==> src/rtl/core/lcfpf_pkg.sv <==
// Shared widths, register codes, reset values, types and helpers of the field-of-view point filter.
package lcfpf_pkg;

    // Field widths.
    localparam int COORD_WIDTH = 20;
    localparam int PIXEL_WIDTH = 12;
    localparam int COEF_BITS   = 16;
    localparam int FRAC_BITS   = 14;

    // Datapath widths: one rotation product, a camera-frame coordinate and a projection term.
    localparam int PROD_W = COEF_BITS + COORD_WIDTH;
    localparam int CAM_W  = PROD_W + 1;
    localparam int SUM_W  = CAM_W + PIXEL_WIDTH + 3;

    // Configuration port.
    localparam int ROT_W      = 3 * COEF_BITS;
    localparam int TRANS_W    = 3 * COORD_WIDTH;
    localparam int DEPTH_W    = COORD_WIDTH - 1;
    localparam int CFG_IDX_W  = 3;
    localparam int CFG_DATA_W = (TRANS_W > ROT_W) ? TRANS_W : ROT_W;

    // Register indexes.
    localparam logic [CFG_IDX_W-1:0] REG_ROT_ROW_0   = CFG_IDX_W'(0);
    localparam logic [CFG_IDX_W-1:0] REG_ROT_ROW_1   = CFG_IDX_W'(1);
    localparam logic [CFG_IDX_W-1:0] REG_ROT_ROW_2   = CFG_IDX_W'(2);
    localparam logic [CFG_IDX_W-1:0] REG_TRANSLATION = CFG_IDX_W'(3);
    localparam logic [CFG_IDX_W-1:0] REG_FOCAL       = CFG_IDX_W'(4);
    localparam logic [CFG_IDX_W-1:0] REG_CENTER      = CFG_IDX_W'(5);
    localparam logic [CFG_IDX_W-1:0] REG_SIZE        = CFG_IDX_W'(6);
    localparam logic [CFG_IDX_W-1:0] REG_MIN_DEPTH   = CFG_IDX_W'(7);

    // Reset values: identity rotation, no offset, a 640 by 480 image centred on (320, 240).
    localparam logic [63:0] COEF_ONE = 64'd1 << FRAC_BITS;
    localparam logic [ROT_W-1:0] ROT_ROW_0_RST = ROT_W'(COEF_ONE << (2 * COEF_BITS));
    localparam logic [ROT_W-1:0] ROT_ROW_1_RST = ROT_W'(COEF_ONE << COEF_BITS);
    localparam logic [ROT_W-1:0] ROT_ROW_2_RST = ROT_W'(COEF_ONE);
    localparam logic [TRANS_W-1:0] TRANS_RST = '0;
    localparam logic [PIXEL_WIDTH-1:0] FOCAL_RST = PIXEL_WIDTH'(320);
    localparam logic [2*PIXEL_WIDTH-1:0] CENTER_RST =
        {PIXEL_WIDTH'(320), PIXEL_WIDTH'(240)};
    localparam logic [2*PIXEL_WIDTH-1:0] SIZE_RST =
        {PIXEL_WIDTH'(640), PIXEL_WIDTH'(480)};
    localparam logic [DEPTH_W-1:0] MIN_DEPTH_RST = DEPTH_W'(102);

    // Current configuration as seen by the datapath.
    typedef struct packed {
        logic [2:0][ROT_W-1:0]      rot;
        logic [TRANS_W-1:0]         trans;
        logic [PIXEL_WIDTH-1:0]     focal;
        logic [2*PIXEL_WIDTH-1:0]   center;
        logic [2*PIXEL_WIDTH-1:0]   size;
        logic [DEPTH_W-1:0]         min_depth;
    } cfg_t;

    // One lidar point with its scan marker.
    typedef struct packed {
        logic signed [COORD_WIDTH-1:0] x;
        logic signed [COORD_WIDTH-1:0] y;
        logic signed [COORD_WIDTH-1:0] z;
        logic                          frame_end;
    } point_t;

    // A point together with its camera-frame coordinates in units of 2^-24 m.
    typedef struct packed {
        point_t                  pt;
        logic signed [CAM_W-1:0] xc;
        logic signed [CAM_W-1:0] yc;
        logic signed [CAM_W-1:0] zc;
    } cam_t;

    // Coefficient of a rotation row; column 0 sits in the top bits.
    function automatic logic signed [COEF_BITS-1:0] coef(
        input logic [ROT_W-1:0] row,
        input int unsigned      col
    );
        coef = $signed(row[COEF_BITS*(2-col) +: COEF_BITS]);
    endfunction

    // Translation offset of one axis; x sits in the top bits.
    function automatic logic signed [COORD_WIDTH-1:0] offset(
        input logic [TRANS_W-1:0] trans,
        input int unsigned        axis
    );
        offset = $signed(trans[COORD_WIDTH*(2-axis) +: COORD_WIDTH]);
    endfunction

endpackage

==> src/rtl/core/lcfpf_cfg_regs.sv <==
// Configuration register file of the field-of-view point filter.
module lcfpf_cfg_regs (
    input  logic                               clk,
    input  logic                               rst_n,
    input  logic                               cfg_wr_en,
    input  logic [lcfpf_pkg::CFG_IDX_W-1:0]    cfg_index,
    input  logic [lcfpf_pkg::CFG_DATA_W-1:0]   cfg_data,
    output lcfpf_pkg::cfg_t                    cfg
);

    lcfpf_pkg::cfg_t cfg_reg;

    // Each write replaces one register with the low bits of the write data.
    always_ff @(posedge clk or negedge rst_n)
    begin
        if (!rst_n)
        begin
            cfg_reg.rot[0]    <= lcfpf_pkg::ROT_ROW_0_RST;
            cfg_reg.rot[1]    <= lcfpf_pkg::ROT_ROW_1_RST;
            cfg_reg.rot[2]    <= lcfpf_pkg::ROT_ROW_2_RST;
            cfg_reg.trans     <= lcfpf_pkg::TRANS_RST;
            cfg_reg.focal     <= lcfpf_pkg::FOCAL_RST;
            cfg_reg.center    <= lcfpf_pkg::CENTER_RST;
            cfg_reg.size      <= lcfpf_pkg::SIZE_RST;
            cfg_reg.min_depth <= lcfpf_pkg::MIN_DEPTH_RST;
        end
        else if (cfg_wr_en)
        begin
            unique case (cfg_index)
                lcfpf_pkg::REG_ROT_ROW_0:
                    cfg_reg.rot[0] <= cfg_data[lcfpf_pkg::ROT_W-1:0];
                lcfpf_pkg::REG_ROT_ROW_1:
                    cfg_reg.rot[1] <= cfg_data[lcfpf_pkg::ROT_W-1:0];
                lcfpf_pkg::REG_ROT_ROW_2:
                    cfg_reg.rot[2] <= cfg_data[lcfpf_pkg::ROT_W-1:0];
                lcfpf_pkg::REG_TRANSLATION:
                    cfg_reg.trans <= cfg_data[lcfpf_pkg::TRANS_W-1:0];
                lcfpf_pkg::REG_FOCAL:
                    cfg_reg.focal <= cfg_data[lcfpf_pkg::PIXEL_WIDTH-1:0];
                lcfpf_pkg::REG_CENTER:
                    cfg_reg.center <= cfg_data[2*lcfpf_pkg::PIXEL_WIDTH-1:0];
                lcfpf_pkg::REG_SIZE:
                    cfg_reg.size <= cfg_data[2*lcfpf_pkg::PIXEL_WIDTH-1:0];
                lcfpf_pkg::REG_MIN_DEPTH:
                    cfg_reg.min_depth <= cfg_data[lcfpf_pkg::DEPTH_W-1:0];
                default:
                begin
                end
            endcase
        end
    end

    assign cfg = cfg_reg;

endmodule

==> config.mk <==
export PLATFORM = sky130hd
export DESIGN_NAME = lcfpf_cfg_regs
export DESIGN_NICKNAME = d
export VERILOG_FILES = /design/src/rtl/core/lcfpf_pkg.sv /design/src/rtl/core/lcfpf_cfg_regs.sv
export SDC_FILE = /design/constraint.sdc
export NUM_CORES = 1
export LEC_CHECK = 0
export ABC_AREA = 1
export BUFFER_PORTS_ARGS = -buffer_cell sky130_fd_sc_hd__buf_2
export CORE_ASPECT_RATIO = 0.7
export CORE_MARGIN = 2
export CORE_UTILIZATION = 40
export CTS_BUF_LIST = sky130_fd_sc_hd__clkbuf_4 sky130_fd_sc_hd__clkbuf_8
export CTS_CLUSTER_SIZE = 24
export DETAILED_ROUTE_END_ITERATION = 10
export GPL_TIMING_DRIVEN = 0
export PLACE_DENSITY = 0.69
export SLEW_MARGIN = 40
export SYNTH_ARGS = -nofsm -noshare
export SYNTH_HDL_FRONTEND = slang
export SYNTH_SLANG_ARGS = --single-unit
==> constraint.sdc <==
create_clock -name clk -period 1 [get_ports clk]
set_clock_uncertainty 0.2 [all_clocks]
set_input_delay 0.2 -clock clk [delete_from_list [all_inputs] [get_ports clk]]
set_output_delay 0.2 -clock clk [all_outputs]
set_load 0.05 [all_outputs]
## Word-level counts from Yosys, hierarchy flattened

Cells that the tools add are included.

- Bits of input ports: 66
- Register bits: 283
- Word-level logic and storage cells: 24

- Reduce and logical (&&, ||, !) cells: 9
- Eq/ne operators: 7

Operators by type and width:

| kind | count |
|---|---|
| 2-bit AND reduction | 8 |
| 3-bit equality test (second input constant) | 4 |
| 3-bit by 2-bit equality test with 1-bit output (second input constant) | 2 |
| 3-bit by 1-bit equality test with 1-bit output (second input constant) | 1 |
| 3-bit zero test | 1 |

## Depth between registers and ports, before layout

- Word-level depth: 2
- Mapped depth: 7

## Worst setup path before layout

OpenSTA, ideal clock, no wires.

- Kind: input port to flip-flop
- From: input cfg_wr_en
- To: register cfg_reg, in the netlist cfg[108]
- Arrival: 0.948 ns
- Buffers on the path: 2
- Setup time: 0.118 ns
- Setup slack: -0.266 ns
- Cell stages on the path: 7
- Data required time: 0.682 ns
- Path through: inv_1 > nor2_2 > buf_2 > nand2_1 > clkbuf_1 > nand2_1 > nand2_1

- Word-level cells in the longest chain between the ends: 1

RTL lines:

| item | line | RTL |
|---|---|---|
| start: declaration | lcfpf_cfg_regs.sv:5 | `input logic cfg_wr_en,` |
| 2-bit AND reduction (no source line) | n/a |  |
| end: declaration | lcfpf_cfg_regs.sv:11 | `lcfpf_pkg::cfg_t cfg_reg;` |

Every way passes these cells.
A chain may end at the register's enable or synchronous reset.

## Worst setup path after layout

- From: register cfg_reg, in the netlist cfg[185]
- To: output cfg[185] in the netlist's numbering

RTL lines:

| item | line | RTL |
|---|---|---|
| end: declaration | lcfpf_cfg_regs.sv:8 | `output lcfpf_pkg::cfg_t cfg` |

No word-level cell between the ends.

==> qor.yml <==
placement:
  gp_congestion: 0.839
  dp_worst_setup_slack_ns: -0.962
  dp_cells: 1945
  hpwl_um: 26400
  dpl_cell_area_um2: 13800
  io_buffers: 336
clock_network:
  cts_sinks: 283
  clock_path_buffers: 3
  clock-root-buffer: "clkbuf_8"
  cts_made_buffers: 45
  postCtsHoldBufs: 60
  h-tree-depth: 2
  clk_pin_slew_ns: 0.07
  cts_tree: "yes"
  clock_latency_ns: 0.54
drt:
  first_iter_violations: 731
  dr.pass1.iters: 5
  drc: 0
  detail-route-antenna-nets: 0
  wl_per_cell_um: 19.7
  wl_um: 43400
  vias: 11126
  avgViaCountPerCell: 5.05
grt:
  first_global_vias: 10993
  globalRouteOverflowTotal: 0
  grt_antenna_before_repair: 2
  grtUsageTotal: 0.285
  grt_pass1_wl_um: 63600
  grt_max_degree: 75
synth:
  synth_edf_count: 0
  postSynthNetCount: 1308
  synth.avg_cell_area_um2: 8.89
  synth_flop_cell: "dfrtp_1"
  synth_area_leader_cell: "dfrtp_1"
  ys_top_cells_by_area: "dfrtp_1 59%, nand2_1 24%, nand3_1 7.1%"
  syn_inst: 1242
  yosys.cell_types.count: 15
  seq_area_frac_synth: 0.644
  synth_seq_cells: 283
  netlist_area_um2: 11000
  yosysTopAreaCellShare: 0.594
  yosys-top-cells-count: "705 x nand2_1, 262 x dfrtp_1, 156 x nand3_1"
  yosysMostFrequentCell: "nand2_1"
  synthArstFlopShare: 1.00
  yosysWarnings: 0
power:
  max-vdd-ir-drop_mv: 1.60
  p_per_area_nw_per_um2: 2460
  total_power_mw: 45.1
  p_leak_nw: 9.77
floorplanning:
  io-pin-count: 349
  die_y_um: 143
  dieArea_um2: 29000
  core_region_area_um2: 27000
  rows: 50
  initial_core_util: 0.409
  die_x_um: 203
sta:
  max_freq_ghz: 0.594
  setup_violations: 291
  slew_headroom: 0.716
  holdWs_ns: -0.652
  final_max_slew_viol_count: 0
  rsz0062_at_grt: "yes"
  setup_ws_ns: -0.683
  hold_viol: 227
  finalCriticalPeriod_ns: 1.68
  worstMarginPinSlew_ns: 0.426
  fin_crit_sh: 1.68
cells_and_area:
  fin_nets: 1865
  fin_util: 0.682
  multiInputGateArea_um2: 3780
  fillCellCount: 1918
  layout-drive-gt1-share: 0.409
  stdcell_count: 2201
  area_growth_pct: 66.5
  largest_reg_flops: 283
  seqCellArea_um2: 7160
  final_area_um2: 18400
worst_hold_path:
  hold_path_class: "input pin to async pin"
worst_setup_path:
  rr_worst_depth: 4
  startpoint_type: "register"
  r2r_end: "cfg[18]$_DFFE_PN0P_"
  worst_setup_path_end_kind: "output port"
  worst-setup-path-type: "register to output port"
  cpPeakStageDelay_ns: 0.56
  crit_slowest_cell: "dfstp_2"
  crit_family: "flip-flops"
  critPathMaxFanout: 2
  worst-path-buf-inv: 1
  cp.arrival_ns: 1.28
  r2r_setup_slack_ns: -0.08
  worstPathRequired_ns: 0.60
  crit_chain: "buf_8"
  reg2reg_from: "cfg[18]$_DFFE_PN0P_"
run_status:
  status: "finished with violations"
  violations: "negative hold slack, negative setup slack"
job:
  maxCapViolCount: 0
-- through the flow --
| stage | setup TNS, ns | hold WS, ns |
|---|---|---|
| floorplan | -28.77 | -0.296 |
| global route | -164.06 | -0.654 |
| CTS | -157.77 | -0.679 |
| finish | -149.38 | -0.652 |
| global placement | -1812.62 | 0.195 |
| detailed placement | -255.95 | -0.00259 |
-- power breakdown --
group / internal, mW / switching, mW / total (mW)
registers: 13.8 / 1.79 / 15.6
clock network: 6.62 / 4.76 / 11.4
logic: 6.55 / 11.6 / 18.2
-- cell type report --
class / count / area share
diodes: 1 / 0.000136
plain buffers: 83 / 0.0387
clock buffers: 77 / 0.0505
clock inverters: 7 / 0.00613
inverters: 6 / 0.00272
multi-input cells: 870 / 0.206
flip-flops and latches: 283 / 0.389
well taps: 364 / 0.0248
repair buffers: 510 / 0.282
-- metal layers --
metal	global-route usage	vias to the layer above	wire (um)
met5	0	-	0
met4	0.0895	0	1130
met3	0.0835	90	4130
met2	0.444	606	20200
met1	0.386	5450	17900
li1	-	4980	-
-- how the worst max path moves through the flow --
stage | startpoint | endpoint | slack [ns] | cells past startpoint
6_report | cfg[185]$_DFFE_PN1P_ | cfg[185] | -0.68 | 1
5_1_grt | cfg[185]$_DFFE_PN1P_ | cfg[185] | -0.73 | 1
4_1_cts | cfg[185]$_DFFE_PN1P_ | cfg[185] | -0.70 | 1
3_5_place_dp | cfg_index[0] | cfg[102]$_DFFE_PN0P_ | -0.96 | 6
3_3_place_gp | rst_n | cfg[22]$_DFFE_PN0P_ | -6.31 | 1
2_1_floorplan | cfg_wr_en | cfg[150]$_DFFE_PN0P_ | -0.16 | 7
-- placed cells by master, fill, tap and decap left out --
cell type,Yosys,routed
clkinvlp_4,0,1
diode_2,0,1
bufinv_16,0,3
inv_12,0,1
dfrtp_1,262,224
nand2_4,0,2
nand2_8,0,1
clkbuf_16,0,2
buf_6,2,296
inv_2,0,1
buf_8,0,28
nor2_2,5,1
buf_4,12,105
dfstp_2,21,21
clkinv_4,0,1
inv_4,0,1
inv_8,0,1
clkbuf_2,8,19
clkbuf_4,0,26
inv_1,5,1
clkbuf_1,17,1
dfrtp_2,0,38
nor2_4,0,7
nand2_2,1,25
dlygate4sd3_1,0,60
clkbuf_8,0,58
nand2_1,705,678
nand3_1,156,121
nand3_2,0,35
buf_2,42,66
buf_12,0,6
buf_16,0,3
clkinv_2,0,3
-- kinds of logic (layout without fill, tap and decap cells) --
kind of cell           count (synthesis)  count (layout)  synth area share
buffers and inverters                 89             683            0.0414
DFF                                  283             283             0.644
and+or+nand+nor                      870             870             0.315
other                                  0               1                 0
-- worst reg2reg max path: cells and delay by family (launching register included) --
family / cells / cell delay, ns
DFF: 1 / 0.39
buffers and inverters: 2 / 0.25
and+or+nand+nor: 2 / 0.13
-- timing repair --
action                                  CTS  global route
endpoints found under the setup margin  457           482
hold endpoints to repair                479           216
resized for setup                       602            73
cloned                                    0             2
buffers inserted                         62            60
pin swaps                                 4            20
Note: power is estimated with default switching activity, not from simulation.
